[src/hdl/ssd_pkg.sv]
package ssd_pkg;

  localparam int ValueWidth = 32;
  localparam int FracBits   = 16;
  localparam int CountWidth = 6;

  localparam logic signed [31:0] ValMax = 32'sh7fff_ffff;
  localparam logic signed [31:0] ValMin = 32'sh8000_0000;
  localparam logic signed [31:0] VelLimit = 32'sd655360000;
  localparam logic [19:0] UsPerSec = 20'd1000000;
  localparam logic [16:0] OneQ = 17'h10000;

  // configuration register indexes
  localparam logic [2:0] RegRestDrop  = 3'd0;
  localparam logic [2:0] RegTravel    = 3'd1;
  localparam logic [2:0] RegSpring    = 3'd2;
  localparam logic [2:0] RegDamping   = 3'd3;
  localparam logic [2:0] RegPreload   = 3'd4;
  localparam logic [2:0] RegInvMass   = 3'd5;
  localparam logic [2:0] RegForceGain = 3'd6;

  typedef struct packed {
    logic [30:0]        rest_drop;
    logic [30:0]        travel_length;
    logic [30:0]        spring_rate;
    logic [30:0]        damping_rate;
    logic signed [31:0] preload_force;
    logic [16:0]        inverse_mass;
    logic [30:0]        force_gain;
  } ssd_cfg_t;

  typedef struct packed {
    logic               start;
    logic signed [31:0] a;
    logic [30:0]        b;
    logic               use_div;
    logic [19:0]        d;
  } ssd_mdu_req_t;

  function automatic logic signed [31:0] sat_add(input logic signed [31:0] a,
                                                 input logic signed [31:0] b);
    logic [32:0] s;
    s = {a[31], a} + {b[31], b};
    if (s[32] != s[31]) sat_add = s[32] ? ValMin : ValMax;
    else sat_add = s[31:0];
  endfunction

  function automatic logic signed [31:0] sat_neg(input logic signed [31:0] a);
    sat_neg = (a == ValMin) ? ValMax : -a;
  endfunction

  function automatic logic signed [31:0] clamp_vel(input logic signed [31:0] a);
    if (a > VelLimit) clamp_vel = VelLimit;
    else if (a < -VelLimit) clamp_vel = -VelLimit;
    else clamp_vel = a;
  endfunction

endpackage

[src/hdl/suspension_spring_damper_step.sv]
// channel  | dir | fields (low bit up)
// s_axis   | in  | wheel_contact[0], traced_length[32:1], step_time_us[52:33]
// m_axis   | out | displacement[30:0], spring_speed[61:31], suspension_force[93:62],
//          |     | surface_force[124:94], touching[125]
// cfg      | in  | cfg_we_i, cfg_idx_i, cfg_data_i
// each multiply runs in the shared bit-serial unit as 31 shift-add steps, and a scale by
// the time step adds a restoring divide.
// reset clears the spring state to zero displacement and velocity.
// a new beat is taken once the previous tick has reached the output register;
// a stalled output holds its beat while the next tick is computed.
module suspension_spring_damper_step
  import ssd_pkg::*;
(
  input  logic         clk_i,
  input  logic         rst_ni,
  input  logic         s_axis_tvalid,
  output logic         s_axis_tready,
  input  logic [55:0]  s_axis_tdata,   // wheel_contact, traced_length, step_time_us
  output logic         m_axis_tvalid,
  input  logic         m_axis_tready,
  output logic [127:0] m_axis_tdata,   // displacement, spring_speed, suspension_force,
                                       // surface_force, touching
  input  logic         cfg_we_i,
  input  logic [2:0]   cfg_idx_i,
  input  logic [31:0]  cfg_data_i
);

  ssd_cfg_t cfg_q;

  logic [30:0] disp;
  logic [30:0] speed;
  logic [31:0] susp;
  logic [30:0] surf;
  logic        touch;

  always_ff @(posedge clk_i or negedge rst_ni) begin
    if (!rst_ni) begin
      cfg_q.rest_drop     <= '0;
      cfg_q.travel_length <= '0;
      cfg_q.spring_rate   <= '0;
      cfg_q.damping_rate  <= '0;
      cfg_q.preload_force <= '0;
      cfg_q.inverse_mass  <= OneQ;
      cfg_q.force_gain    <= {14'd0, OneQ};
    end else if (cfg_we_i) begin
      unique case (cfg_idx_i)
        RegRestDrop:  cfg_q.rest_drop     <= cfg_data_i[30:0];
        RegTravel:    cfg_q.travel_length <= cfg_data_i[30:0];
        RegSpring:    cfg_q.spring_rate   <= cfg_data_i[30:0];
        RegDamping:   cfg_q.damping_rate  <= cfg_data_i[30:0];
        RegPreload:   cfg_q.preload_force <= cfg_data_i;
        RegInvMass:   cfg_q.inverse_mass  <= cfg_data_i[16:0];
        RegForceGain: cfg_q.force_gain    <= cfg_data_i[30:0];
        default: ;
      endcase
    end
  end

  ssd_core u_core (
    .clk_i              (clk_i),
    .rst_ni             (rst_ni),
    .cfg_i              (cfg_q),
    .in_valid_i         (s_axis_tvalid),
    .in_ready_o         (s_axis_tready),
    .contact_i          (s_axis_tdata[0]),
    .length_i           (s_axis_tdata[32:1]),
    .step_us_i          (s_axis_tdata[52:33]),
    .out_valid_o        (m_axis_tvalid),
    .out_ready_i        (m_axis_tready),
    .displacement_o     (disp),
    .spring_speed_o     (speed),
    .suspension_force_o (susp),
    .surface_force_o    (surf),
    .touching_o         (touch)
  );

  assign m_axis_tdata = {2'b00, touch, surf, susp, speed, disp};

endmodule

[src/hdl/ssd_mdu.sv]
module ssd_mdu
  import ssd_pkg::*;
(
  input  logic                clk_i,
  input  logic                rst_ni,
  input  ssd_mdu_req_t        req_i,
  output logic                done_o,
  output logic signed [31:0]  result_o
);

  localparam logic [1:0] M_IDLE = 2'd0;
  localparam logic [1:0] M_MUL  = 2'd1;
  localparam logic [1:0] M_DIV  = 2'd2;
  localparam logic [1:0] M_OUT  = 2'd3;

  logic [1:0]            state_q, state_d;
  logic [CountWidth-1:0] cnt_q, cnt_d;
  logic                  neg_q, neg_d;
  logic                  div_q, div_d;
  logic [31:0]           ua_q, ua_d;
  logic [19:0]           dv_q, dv_d;
  logic [19:0]           rem_q, rem_d;
  logic [62:0]           prod_q, prod_d;

  logic [32:0] mul_sum;
  logic [20:0] trial;
  logic [20:0] diff;
  logic [62:0] quo;
  logic [31:0] lim;
  logic [31:0] qs;

  // product kept as {hi, lo}; lo holds the multiplier bits still to go
  assign mul_sum = {1'b0, prod_q[62:31]} + {1'b0, (prod_q[0] ? ua_q : 32'd0)};
  assign trial   = {rem_q, prod_q[62]};
  assign diff    = trial - {1'b0, dv_q};

  always_comb begin
    quo = div_q ? prod_q : (prod_q >> FracBits);
    lim = neg_q ? 32'h8000_0000 : 32'h7fff_ffff;
    qs  = (quo > {31'd0, lim}) ? lim : quo[31:0];
    result_o = neg_q ? -qs : qs;
  end

  assign done_o = (state_q == M_OUT);

  always_comb begin
    state_d = state_q;
    cnt_d   = cnt_q;
    neg_d   = neg_q;
    div_d   = div_q;
    ua_d    = ua_q;
    dv_d    = dv_q;
    rem_d   = rem_q;
    prod_d  = prod_q;
    unique case (state_q)
      M_IDLE: begin
        if (req_i.start) begin
          neg_d   = req_i.a[31];
          ua_d    = req_i.a[31] ? 32'(-req_i.a) : req_i.a;
          div_d   = req_i.use_div;
          dv_d    = req_i.d;
          prod_d  = {32'd0, req_i.b};
          cnt_d   = '0;
          state_d = M_MUL;
        end
      end
      M_MUL: begin
        prod_d = {mul_sum, prod_q[30:1]};
        cnt_d  = cnt_q + 1'b1;
        if (cnt_q == CountWidth'(30)) begin
          cnt_d   = '0;
          rem_d   = '0;
          state_d = div_q ? M_DIV : M_OUT;
        end
      end
      M_DIV: begin
        if (!diff[20]) begin
          rem_d  = diff[19:0];
          prod_d = {prod_q[61:0], 1'b1};
        end else begin
          rem_d  = trial[19:0];
          prod_d = {prod_q[61:0], 1'b0};
        end
        cnt_d = cnt_q + 1'b1;
        if (cnt_q == CountWidth'(62)) state_d = M_OUT;
      end
      M_OUT: state_d = M_IDLE;
      default: state_d = M_IDLE;
    endcase
  end

  always_ff @(posedge clk_i or negedge rst_ni) begin
    if (!rst_ni) begin
      state_q <= M_IDLE;
      cnt_q   <= '0;
    end else begin
      state_q <= state_d;
      cnt_q   <= cnt_d;
    end
  end

  always_ff @(posedge clk_i) begin
    neg_q  <= neg_d;
    div_q  <= div_d;
    ua_q   <= ua_d;
    dv_q   <= dv_d;
    rem_q  <= rem_d;
    prod_q <= prod_d;
  end

endmodule

[src/hdl/ssd_core.sv]
module ssd_core
  import ssd_pkg::*;
(
  input  logic          clk_i,
  input  logic          rst_ni,
  input  ssd_cfg_t      cfg_i,
  input  logic          in_valid_i,
  output logic          in_ready_o,
  input  logic          contact_i,
  input  logic [31:0]   length_i,
  input  logic [19:0]   step_us_i,
  output logic          out_valid_o,
  input  logic          out_ready_i,
  output logic [30:0]   displacement_o,
  output logic [30:0]   spring_speed_o,
  output logic [31:0]   suspension_force_o,
  output logic [30:0]   surface_force_o,
  output logic          touching_o
);

  localparam logic [2:0] ST_IDLE  = 3'd0;
  localparam logic [2:0] ST_PREP  = 3'd1;
  localparam logic [2:0] ST_START = 3'd2;
  localparam logic [2:0] ST_WAIT  = 3'd3;
  localparam logic [2:0] ST_HOLD  = 3'd4;

  localparam logic [3:0] OP_TVEL   = 4'd0;
  localparam logic [3:0] OP_EXT    = 4'd1;
  localparam logic [3:0] OP_DAMP   = 4'd2;
  localparam logic [3:0] OP_ACC    = 4'd3;
  localparam logic [3:0] OP_VEL    = 4'd4;
  localparam logic [3:0] OP_POS    = 4'd5;
  localparam logic [3:0] OP_STIFF  = 4'd6;
  localparam logic [3:0] OP_DFORCE = 4'd7;
  localparam logic [3:0] OP_SURF   = 4'd8;

  logic [2:0]         state_q, state_d;
  logic [3:0]         op_q, op_d;
  logic               out_valid_q, out_valid_d;
  logic signed [31:0] sp_q, sp_d;
  logic signed [31:0] prev_q, prev_d;
  logic signed [31:0] vel_q, vel_d;

  logic               contact_q, contact_d;
  logic [31:0]        len_q, len_d;
  logic [19:0]        us_q, us_d;
  logic [30:0]        geo_q, geo_d;
  logic               touch_q, touch_d;
  logic signed [31:0] acc_q, acc_d;
  logic signed [31:0] susp_q, susp_d;
  logic [30:0]        surf_q, surf_d;

  logic [30:0]        disp_out_q, disp_out_d;
  logic [30:0]        speed_out_q, speed_out_d;
  logic [31:0]        susp_out_q, susp_out_d;
  logic [30:0]        surf_out_q, surf_out_d;
  logic               touch_out_q, touch_out_d;

  ssd_mdu_req_t       req;
  logic               mdu_done;
  logic signed [31:0] mdu_res;

  logic [30:0]        len_pos;
  logic [16:0]        im_eff;
  logic signed [31:0] rest_s, travel_s;
  logic signed [31:0] vel_new, pos_new, susp_new;
  logic               force_on;

  ssd_mdu u_mdu (
    .clk_i    (clk_i),
    .rst_ni   (rst_ni),
    .req_i    (req),
    .done_o   (mdu_done),
    .result_o (mdu_res)
  );

  assign len_pos  = len_q[31] ? 31'd0 : len_q[30:0];
  assign im_eff   = (cfg_i.inverse_mass > OneQ) ? OneQ : cfg_i.inverse_mass;
  assign rest_s   = {1'b0, cfg_i.rest_drop};
  assign travel_s = {1'b0, cfg_i.travel_length};
  assign force_on = contact_q && (geo_q != 31'd0);

  // operand select for the shared multiply/divide unit
  always_comb begin
    req.start   = (state_q == ST_START);
    req.a       = '0;
    req.b       = '0;
    req.use_div = 1'b0;
    req.d       = us_q;
    unique case (op_q)
      OP_TVEL: begin
        req.a       = {1'b0, geo_q} - prev_q;
        req.b       = {11'd0, UsPerSec};
        req.use_div = 1'b1;
      end
      OP_EXT: begin
        req.a = sp_q - rest_s;
        req.b = cfg_i.spring_rate;
      end
      OP_DAMP: begin
        req.a = vel_q;
        req.b = cfg_i.damping_rate;
      end
      OP_ACC: begin
        req.a = acc_q;
        req.b = {14'd0, im_eff};
      end
      OP_VEL: begin
        req.a       = acc_q;
        req.b       = {11'd0, us_q};
        req.use_div = 1'b1;
        req.d       = UsPerSec;
      end
      OP_POS: begin
        req.a       = vel_q;
        req.b       = {11'd0, us_q};
        req.use_div = 1'b1;
        req.d       = UsPerSec;
      end
      OP_STIFF: begin
        req.a = {1'b0, geo_q};
        req.b = cfg_i.spring_rate;
      end
      OP_DFORCE: begin
        req.a = -vel_q;
        req.b = cfg_i.damping_rate;
      end
      OP_SURF: begin
        req.a = susp_q;
        req.b = cfg_i.force_gain;
      end
      default: req.a = '0;
    endcase
  end

  always_comb begin
    state_d     = state_q;
    op_d        = op_q;
    out_valid_d = out_valid_q;
    sp_d        = sp_q;
    prev_d      = prev_q;
    vel_d       = vel_q;
    contact_d   = contact_q;
    len_d       = len_q;
    us_d        = us_q;
    geo_d       = geo_q;
    touch_d     = touch_q;
    acc_d       = acc_q;
    susp_d      = susp_q;
    surf_d      = surf_q;
    disp_out_d  = disp_out_q;
    speed_out_d = speed_out_q;
    susp_out_d  = susp_out_q;
    surf_out_d  = surf_out_q;
    touch_out_d = touch_out_q;
    vel_new     = clamp_vel(sat_add(vel_q, mdu_res));
    pos_new     = sat_add(sp_q, mdu_res);
    susp_new    = sat_add(acc_q, sat_neg(mdu_res));

    if (out_valid_q && out_ready_i) out_valid_d = 1'b0;

    unique case (state_q)
      ST_IDLE: begin
        if (in_valid_i) begin
          contact_d = contact_i;
          len_d     = length_i;
          us_d      = (step_us_i == 20'd0) ? 20'd1 : step_us_i;
          state_d   = ST_PREP;
        end
      end
      ST_PREP: begin
        geo_d   = (len_pos > cfg_i.travel_length) ? 31'd0 : cfg_i.travel_length - len_pos;
        touch_d = contact_q && (geo_d >= cfg_i.rest_drop);
        susp_d  = '0;
        surf_d  = '0;
        op_d    = touch_d ? OP_TVEL : OP_EXT;
        state_d = ST_START;
      end
      ST_START: state_d = ST_WAIT;
      ST_WAIT: begin
        if (mdu_done) begin
          state_d = ST_START;
          case (op_q)
            OP_TVEL: begin
              sp_d    = {1'b0, geo_q};
              prev_d  = {1'b0, geo_q};
              vel_d   = clamp_vel(mdu_res);
              op_d    = OP_STIFF;
              if (!force_on) state_d = ST_HOLD;
            end
            OP_EXT: begin
              acc_d = sat_add(mdu_res, cfg_i.preload_force);
              op_d  = OP_DAMP;
            end
            OP_DAMP: begin
              acc_d = sat_neg(sat_add(acc_q, mdu_res));
              op_d  = OP_ACC;
            end
            OP_ACC: begin
              acc_d = mdu_res;
              op_d  = OP_VEL;
            end
            OP_VEL: begin
              vel_d = vel_new;
              op_d  = OP_POS;
            end
            OP_POS: begin
              // hard stops, lower stop first
              if (pos_new <= rest_s) begin
                sp_d = rest_s;
                if (vel_q < 0) vel_d = '0;
              end else if (pos_new >= travel_s) begin
                sp_d = travel_s;
                if (vel_q > 0) vel_d = '0;
              end else begin
                sp_d = pos_new;
              end
              prev_d = sp_d;
              op_d   = OP_STIFF;
              if (!force_on) state_d = ST_HOLD;
            end
            OP_STIFF: begin
              acc_d = mdu_res;
              op_d  = OP_DFORCE;
            end
            OP_DFORCE: begin
              susp_d = susp_new;
              op_d   = OP_SURF;
              if (susp_new <= 0) state_d = ST_HOLD;
            end
            OP_SURF: begin
              surf_d  = mdu_res[30:0];
              state_d = ST_HOLD;
            end
            default: state_d = ST_HOLD;
          endcase
        end
      end
      ST_HOLD: begin
        if (!out_valid_q || out_ready_i) begin
          disp_out_d  = sp_q[30:0];
          speed_out_d = 31'(-vel_q);
          susp_out_d  = susp_q;
          surf_out_d  = surf_q;
          touch_out_d = touch_q;
          out_valid_d = 1'b1;
          state_d     = ST_IDLE;
        end
      end
      default: state_d = ST_IDLE;
    endcase
  end

  always_ff @(posedge clk_i or negedge rst_ni) begin
    if (!rst_ni) begin
      state_q     <= ST_IDLE;
      op_q        <= OP_TVEL;
      out_valid_q <= 1'b0;
      sp_q        <= '0;
      prev_q      <= '0;
      vel_q       <= '0;
    end else begin
      state_q     <= state_d;
      op_q        <= op_d;
      out_valid_q <= out_valid_d;
      sp_q        <= sp_d;
      prev_q      <= prev_d;
      vel_q       <= vel_d;
    end
  end

  always_ff @(posedge clk_i) begin
    contact_q   <= contact_d;
    len_q       <= len_d;
    us_q        <= us_d;
    geo_q       <= geo_d;
    touch_q     <= touch_d;
    acc_q       <= acc_d;
    susp_q      <= susp_d;
    surf_q      <= surf_d;
    disp_out_q  <= disp_out_d;
    speed_out_q <= speed_out_d;
    susp_out_q  <= susp_out_d;
    surf_out_q  <= surf_out_d;
    touch_out_q <= touch_out_d;
  end

  assign in_ready_o         = (state_q == ST_IDLE);
  assign out_valid_o        = out_valid_q;
  assign displacement_o     = disp_out_q;
  assign spring_speed_o     = speed_out_q;
  assign suspension_force_o = susp_out_q;
  assign surface_force_o    = surf_out_q;
  assign touching_o         = touch_out_q;

  // position stays between the stops, so never negative
  a_pos_nonneg: assert property (@(posedge clk_i) disable iff (!rst_ni) !sp_q[31])
    else $error("spring position negative");

  a_vel_bound: assert property (@(posedge clk_i) disable iff (!rst_ni)
    (vel_q <= VelLimit) && (vel_q >= -VelLimit))
    else $error("velocity outside bound");

  a_done_in_wait: assert property (@(posedge clk_i) disable iff (!rst_ni)
    mdu_done |-> (state_q == ST_WAIT))
    else $error("arithmetic result with no pending operation");

  a_start_next: assert property (@(posedge clk_i) disable iff (!rst_ni)
    (state_q == ST_START) |=> (state_q == ST_WAIT) && !mdu_done)
    else $error("operation start not followed by wait");

endmodule
[config.mk]
export PLATFORM = sky130hd
export DESIGN_NAME = suspension_spring_damper_step
export DESIGN_NICKNAME = d
export VERILOG_FILES = /design/src/hdl/ssd_pkg.sv /design/src/hdl/suspension_spring_damper_step.sv /design/src/hdl/ssd_mdu.sv /design/src/hdl/ssd_core.sv
export SDC_FILE = /design/constraint.sdc
export NUM_CORES = 2
export LEC_CHECK = 0
export BUFFER_PORTS_ARGS = -buffer_cell sky130_fd_sc_hd__buf_2
export CORE_UTILIZATION = 31
export CTS_CLUSTER_DIAMETER = 40
export DETAILED_ROUTE_END_ITERATION = 16
export SLEW_MARGIN = 0
export SYNTH_ARGS = -nofsm -noshare
export SYNTH_HDL_FRONTEND = slang
export SYNTH_SLANG_ARGS = --single-unit
[constraint.sdc]
create_clock -name clk_i -period 11.87 [get_ports clk_i]
set_input_delay 1.187 -clock clk_i [delete_from_list [all_inputs] [get_ports clk_i]]
set_output_delay 1.187 -clock clk_i [all_outputs]
set_load 0.05 [all_outputs]
; ---- Yosys cells after proc, flatten, opt, wreduce, memory -nomap -nowiden
; Index checks and enable logic that the tools add are counted.
[word_totals]
register_bits = 727
inputBits = 96
elab_cells = 225
[classes]
add_sub_neg = 16
magnitude_cmp = 13
n_eq_ne = 42
mux = 74
reduce_logical = 46
[ops]
columns = operator, count
row1 = two-way mux 32 bit, 31
row2 = one-hot mux 32 bit (7 select lines), 1
row3 = adder 32 x 32 -> 33 bit, 6
row4 = one-hot mux 32 bit (3 select lines), 2
row5 = one-hot mux 63 bit (3 select lines), 1
row6 = one-hot mux 31 bit (6 select lines), 1
row7 = negator 32 bit, 5
row8 = two-way mux 31 bit, 5
row9 = one-hot mux 32 bit (2 select lines), 2
row10 = two-way mux 63 bit, 2
row11 = "== test 32 bit, second input constant", 2
row12 = "greater-than comparator 32 x 31 -> 1 bit, second input constant", 2
row13 = "less-than comparator 32 x 31 -> 1 bit, second input constant", 2
row14 = greater-than comparator 63 x 32 -> 1 bit, 1
row15 = one-hot mux 31 bit (2 select lines), 1
row16 = two-way mux 20 bit, 2
row17 = one-hot mux 20 bit (2 select lines), 1
row18 = >= comparator 32 bit, 1
row19 = "greater-than comparator 32 x 1 -> 1 bit, second input constant", 1
row20 = "<= comparator 32 x 1 -> 1 bit, second input constant", 1
row21 = <= comparator 32 bit, 1
row22 = "less-than comparator 32 x 1 -> 1 bit, second input constant", 1
row23 = subtractor 31 x 32 -> 32 bit, 1
row24 = subtractor 32 bit, 1
row25 = 51 further kinds, 117

; ---- Logic depth before layout (Yosys ltp)
[depth]
depth_word = 15
depth_mapped = 61
mapped_depth_nobuf = 51

; ---- Modules after synthesis
; A second synthesis with hierarchy kept.
[hier_totals]
hier_cells = 5835
hier_area_um2 = 55040.3
[modules_own_cells]
columns = module, instances, cells_per_inst, area_per_inst_um2, seq_area_each_um2
row1 = ssd_core, 1, 4121, 35709.2, 10990.5
row2 = ssd_mdu, 1, 1275, 11672.4, 4314.1
row3 = suspension_spring_damper_step, 1, 439, 7658.6, 5107.4

; ---- Worst setup path before layout
; OpenSTA, ideal clock, no wires.
[synth_timing]
kind = register to register
start = register u_core.u_mdu.div_q
end = register u_core.state_q[1]
setup_time_ns = 0.124
arrival_time_ns = 11.809
required_time_ns = 11.746
path_slack_ns = -0.063
stages_incl_launch_ff = 56
period_less_slack_ns = 11.933
path_cell_list = edfxtp_1 > buf_6 > buf_6 > buf_2 > buf_2 > buf_2 > buf_2 > mux2_2 > ha_1 > nand4_1 > nor4_1 > and2_1 > o211a_1 > o211ai_1 > nand2_1 > clkbuf_1 > o21ai_0 > ha_1 > [... 20 more ...] > a2111oi_0 > o21ai_0 > a21o_1 > a21o_1 > a21o_1 > a21o_1 > xor2_1 > ha_1 > clkinv_1 > a21oi_1 > and4_1 > nand4_1 > nand4b_1 > nor3_1 > nand4_1 > nor4_1 > a21oi_1 > o31a_1
[synth_between]
elab_chain_cells = 15
word_cells_on_any_way = 17
cone_classes = add/sub: 3 / order compare: 2 / eq/ne: 2 / mux: 10
[synth_rtl]
columns = item, line_no
row1 = "start, declared", ssd_mdu.sv:19  ; logic div_q, div_d;
row2 = "start signal, assigned", ssd_mdu.sv:104  ; div_q <= div_d;
row3 = two-way mux 63 bit (*), ssd_mdu.sv:38  ; quo = div_q ? prod_q : (prod_q >> FracBits);
row4 = greater-than comparator 63 x 32 -> 1 bit, ssd_mdu.sv:40  ; qs = (quo > {31'd0, lim}) ? lim : quo[31:0];
row5 = two-way mux 32 bit (*), ssd_mdu.sv:40
row6 = negator 32 bit, ssd_mdu.sv:41  ; result_o = neg_q ? -qs : qs;
row7 = two-way mux 32 bit (*), ssd_mdu.sv:41
row8 = negator 32 bit / == test 32 bit (equally long branches), ssd_pkg.sv:49  ; sat_neg = (a == ValMin) ? ValMax : -a;
row9 = two-way mux 32 bit (*), ssd_pkg.sv:49
row10 = adder 32 x 32 -> 33 bit (*), ssd_pkg.sv:43  ; s = {a[31], a} + {b[31], b};
row11 = two-way mux 32 bit / != test 1 bit (equally long branches), ssd_pkg.sv:44  ; if (s[32] != s[31]) sat_add = s[32] ? ValMin : ValMax;
row12 = two-way mux 32 bit (*), ssd_pkg.sv:44
row13 = <= comparator 32 x 1 -> 1 bit (*), ssd_core.sv:229  ; if (susp_new <= 0) state_d = ST_HOLD;
row14 = two-way mux 3 bit (*), ssd_core.sv:229
row15 = one-hot mux 3 bit (3 select lines) (*), ssd_core.sv:183  ; case (op_q)
row16 = two-way mux 3 bit (*), ssd_core.sv:181  ; if (mdu_done) begin
row17 = one-hot mux 3 bit (5 select lines) (*), ssd_core.sv:162  ; unique case (state_q)
row18 = "end signal, assigned", ssd_core.sv:263  ; state_q <= state_d;
row19 = "end, declared", ssd_core.sv:37  ; logic [2:0] state_q, state_d;
; Every way passes the cells marked *; elsewhere a longest branch is shown, timed or not. The select of a mux whose other input is x is not followed.
; A chain may end at the register's enable or synchronous reset.

; ---- Final worst setup path
[layout_timing]
start = register u_core.u_mdu.div_q
end = register u_core.vel_q[7]
[layout_between]
elab_chain_cells = 12
word_cells_on_any_way = 29
cone_classes = add/sub: 3 / order compare: 7 / eq/ne: 5 / mux: 13 / reduce/logical: 1
[layout_rtl]
columns = item, line_no
row1 = two-way mux 63 bit (*), ssd_mdu.sv:38
row2 = greater-than comparator 63 x 32 -> 1 bit, ssd_mdu.sv:40
row3 = two-way mux 32 bit (*), ssd_mdu.sv:40
row4 = negator 32 bit, ssd_mdu.sv:41
row5 = two-way mux 32 bit (*), ssd_mdu.sv:41
row6 = net u_core.mdu_res[2], ssd_core.sv:61  ; logic signed [31:0] mdu_res;
row7 = adder 32 x 32 -> 33 bit, ssd_pkg.sv:43
row8 = two-way mux 32 bit / != test 1 bit (equally long branches), ssd_pkg.sv:44
row9 = two-way mux 32 bit, ssd_pkg.sv:44
row10 = less-than comparator 32 x 31 -> 1 bit, ssd_pkg.sv:54  ; else if (a < -VelLimit) clamp_vel = -VelLimit;
row11 = two-way mux 32 bit, ssd_pkg.sv:54
row12 = two-way mux 32 bit, ssd_pkg.sv:53  ; if (a > VelLimit) clamp_vel = VelLimit;
row13 = one-hot mux 32 bit (3 select lines), ssd_core.sv:183
row14 = "end signal, assigned", ssd_core.sv:268  ; vel_q <= vel_d;
row15 = "end, declared", ssd_core.sv:42  ; logic signed [31:0] vel_q, vel_d;
; Mark *: on every way through the listed nets, which the timed path passes. The rest lies on a longest branch.

==> reports/metrics.yaml <==
run_status:
  outcome: "completed"
global_route:
  grt_util_met3_pct: 5.10
  busiest_layer: "met2"
  grt.total_usage_pct: 25.6
  grt_max_degree: 174
  overflow: 0
  use_met2_pct: 41.5
  use_met1_pct: 31.2
  grt_pass1_wl_um: 336000
  antenna_found_initial: 18
  grt_pass1_vias: 48500
timing:
  min_period_ns: 11.35
  tightestPinTransition_ns: 1.28
  max_freq_ghz: 0.0881
  timing.setup.tns_ns: 0
  rsz0062_at_grt: "true"
  hold_viol: 0
  finalMaxSlewViolations: 0
  fin_crit_sh_pct: 95.6
  whs_ns: 0.385
  fin_worst_skew_ns: 0.0664
  max_slew_margin_pct: 14.4
  setup_viol: 0
clock_tree:
  clk_latency_ns: 0.81
  cts_made_buffers: 136
  clock_sinks: 727
  cts_root_buffer: "clkbuf_16"
  cts_hold_buffers: 0
  htreeDepth: 4
  cts.path.max_buffers: 3
  clk_pin_slew_ns: 0.06
  cts_tree: "done"
routing:
  wl_um: 236000
  drt_iter0_drc: 5116
  ant_nets: 0
  firstDrtPassIters: 7
  post_drt_wl_per_cell_um: 26.9
  vias_per_cell: 5.76
  drc: 0
  vias: 50500
logic_synthesis:
  synthArstFlopShare_pct: 39.1
  ys_seq_elements: 727
  yosysUniqueCellTypes: 118
  ys.flop_type: "edfxtp_1"
  yosysSeqAreaShare_pct: 37.2
  syn_area_um2: 54900
  avgSynthCellArea_um2: 9.23
  synth_edf_count: 443
  yosys_warnings: 0
  syn_inst: 5944
min_path:
  hold_class: "input pin to async pin"
floorplanning:
  core_area_um2: 176000
  ios: 226
  dieArea_um2: 179000
  die_x_um: 423
  initial_core_util_pct: 31.2
  rows: 154
  die_h_um: 423
critical_path:
  cp.buffers_inverters: 9
  critPathArrivalTime_ns: 12.00
  r2r_cells: 50
  startpoint_type: "register"
  end_kind: "register"
  crit_type: "register to register"
  cpLargestDelayFamily: "compound AO/OA/AOI/OAI gates"
  cp.depth: 50
  cp_slowest_cell: "a211oi_1"
  cpMostUsedCell: "buf_4"
  critical_path.max_stage_delay_ns: 0.48
  cp.required_ns: 12.52
  cp_max_fo: 19
power:
  ir_drop_mv: 0.191
  power_mw: 22.4
  leakage_nw: 26.4
  power_density_nw_per_um2: 343
placed_design:
  hpwl_um: 182000
  portBuffers: 220
  place_congestion: 1.04
finish:
  drive_gt1_share_pct: 16.5
  synthToLayoutAreaGrowth_pct: 18.8
  nets: 6846
  n_fill_cell: 17700
flow_run:
  maxCapViolCount: 0
-- path summary, 6_finish.rpt --
| kind | from | endpoint | slack, ns |
|---|---|---|---|
| worst min register to register | u_core.surf_q[10] | u_core.surface_force_o[10] | 0.40 |
| worst min-delay path | rst_ni | u_core.vel_q[28] | 0.39 |
| min in group clk_i | u_core.surf_q[10] | u_core.surface_force_o[10] | 0.40 |
| worst max-delay path | u_core.u_mdu.div_q | u_core.vel_q[7] | 0.52 |
| worst max register to register | u_core.u_mdu.div_q | u_core.vel_q[7] | 0.52 |
| max in group asynchronous | rst_ni | u_core.sp_q[12] | 9.27 |
-- Yosys cell counts, types with 116 or more instances --
cell | instances | share of area [%]
xor2_1 | 117 | 1.9
mux2_2 | 159 | 3.3
dfrtp_1 | 282 | 13
nor2b_1 | 116 | 1.3
nand2_1 | 491 | 3.4
nand3_1 | 126 | 1.1
clkbuf_1 | 211 | 1.4
nor3_1 | 155 | 1.4
a21oi_1 | 419 | 3.8
ha_1 | 441 | 10
xnor2_1 | 206 | 3.3
nor2_1 | 457 | 3.1
edfxtp_1 | 443 | 24
a21o_1 | 143 | 2.0
o21ai_0 | 419 | 3.8
inv_1 | 267 | 1.8
-- what timing repair did --
action	CTS	global route
endpoints found under the setup margin	0	65
buffers inserted	0	9
gates resized for setup	0	46
-- area by class of cell --
type / count / area [µm²] / share of cell area [%]
clock buffer: 160 / 3650 / 5.59
clock inverter: 93 / 1150 / 1.77
inverter: 274 / 1030 / 1.58
tap: 2340 / 2930 / 4.49
multi-input combinational: 4670 / 32800 / 50.2
sequential: 727 / 20400 / 31.3
antenna: 11 / 27.5 / 0.0422
timing repair buffer: 490 / 3250 / 4.99
-- registers in the layout, indices dropped and copies added (netlist names), 31 cells and up --
signal	count
u_core.sp_q	32
u_core.displacement_o	31
u_core.u_mdu.ua_q	32
u_core.susp_q	32
u_core.spring_speed_o	31
cfg_q	204
u_core.suspension_force_o	32
u_core.u_mdu.prod_q	63
u_core.acc_q	32
u_core.geo_q	31
u_core.surface_force_o	31
u_core.vel_q	32
u_core.len_q	32
u_core.surf_q	31
-- routing by layer --
metal | up-vias | wire (µm)
li1 | 22900 | -
met1 | 24800 | 93500
met2 | 2186 | 108000
met3 | 607 | 17300
met4 | 8 | 16300
met5 | - | 55
-- worst register-to-register path: cells and delay by family, from the launching register on --
kind,cells,cell delay [ns]
AOI/OAI and AO/OA,21,4.56
DFF,1,0.40
adders and majority gates,5,1.57
xor gates and xnor gates,2,0.24
and+or+nand+nor,11,2.00
buffers and inverters,9,1.92
muxes,2,0.53
-- cells by family after synthesis --
| family | synth area share [%] |
|---|---|
| simple gates | 17.1 |
| compound gates | 21.0 |
| flops | 37.2 |
| buf+inv | 3.93 |
| fa+ha+maj | 11.2 |
| xor+xnor | 5.18 |
| mux | 4.33 |
| other cells | 0.00683 |
-- stage by stage --
step	std cells	worst slack, ns	instance area, µm²	util, %
after floorplan	5945	0.0129	54900	-
after detailed placement	8490	0.129	60100	34.1
after global placement	8490	0.105	60100	34.1
after global routing	8757	-0.0838	65200	37.1
after CTS	8743	0.00658	64900	36.9
final	8765	0.522	65200	37.1
-- report_power, final --
part	total [mW]	internal [mW]	leakage, nW	switching (mW)
Clock	4.01	2.48	2.31	1.53
Combinational	13.7	5.07	16.5	8.67
Sequential	4.59	3.68	7.55	0.917
-- cells in the final DEF, fill, tap and decap left out, types with 57 or more instances in the layout --
cell type,Yosys,final
a22oi_1,63,63
xnor2_1,206,205
edfxtp_1,443,443
o21ai_0,419,413
nand2b_1,114,114
a31oi_1,57,57
buf_2,29,219
nand3_1,126,126
o21a_1,70,69
buf_4,9,261
clkbuf_16,0,140
nand2_1,491,489
dfrtp_1,282,282
a21oi_1,419,411
mux2_2,159,158
inv_1,267,264
nor2_1,457,451
a21o_1,143,143
xor2_1,117,117
and3_1,57,57
ha_1,441,438
and2_1,84,82
nor3_1,155,149
nor2b_1,116,116
Power figures use the tool's default switching activity.
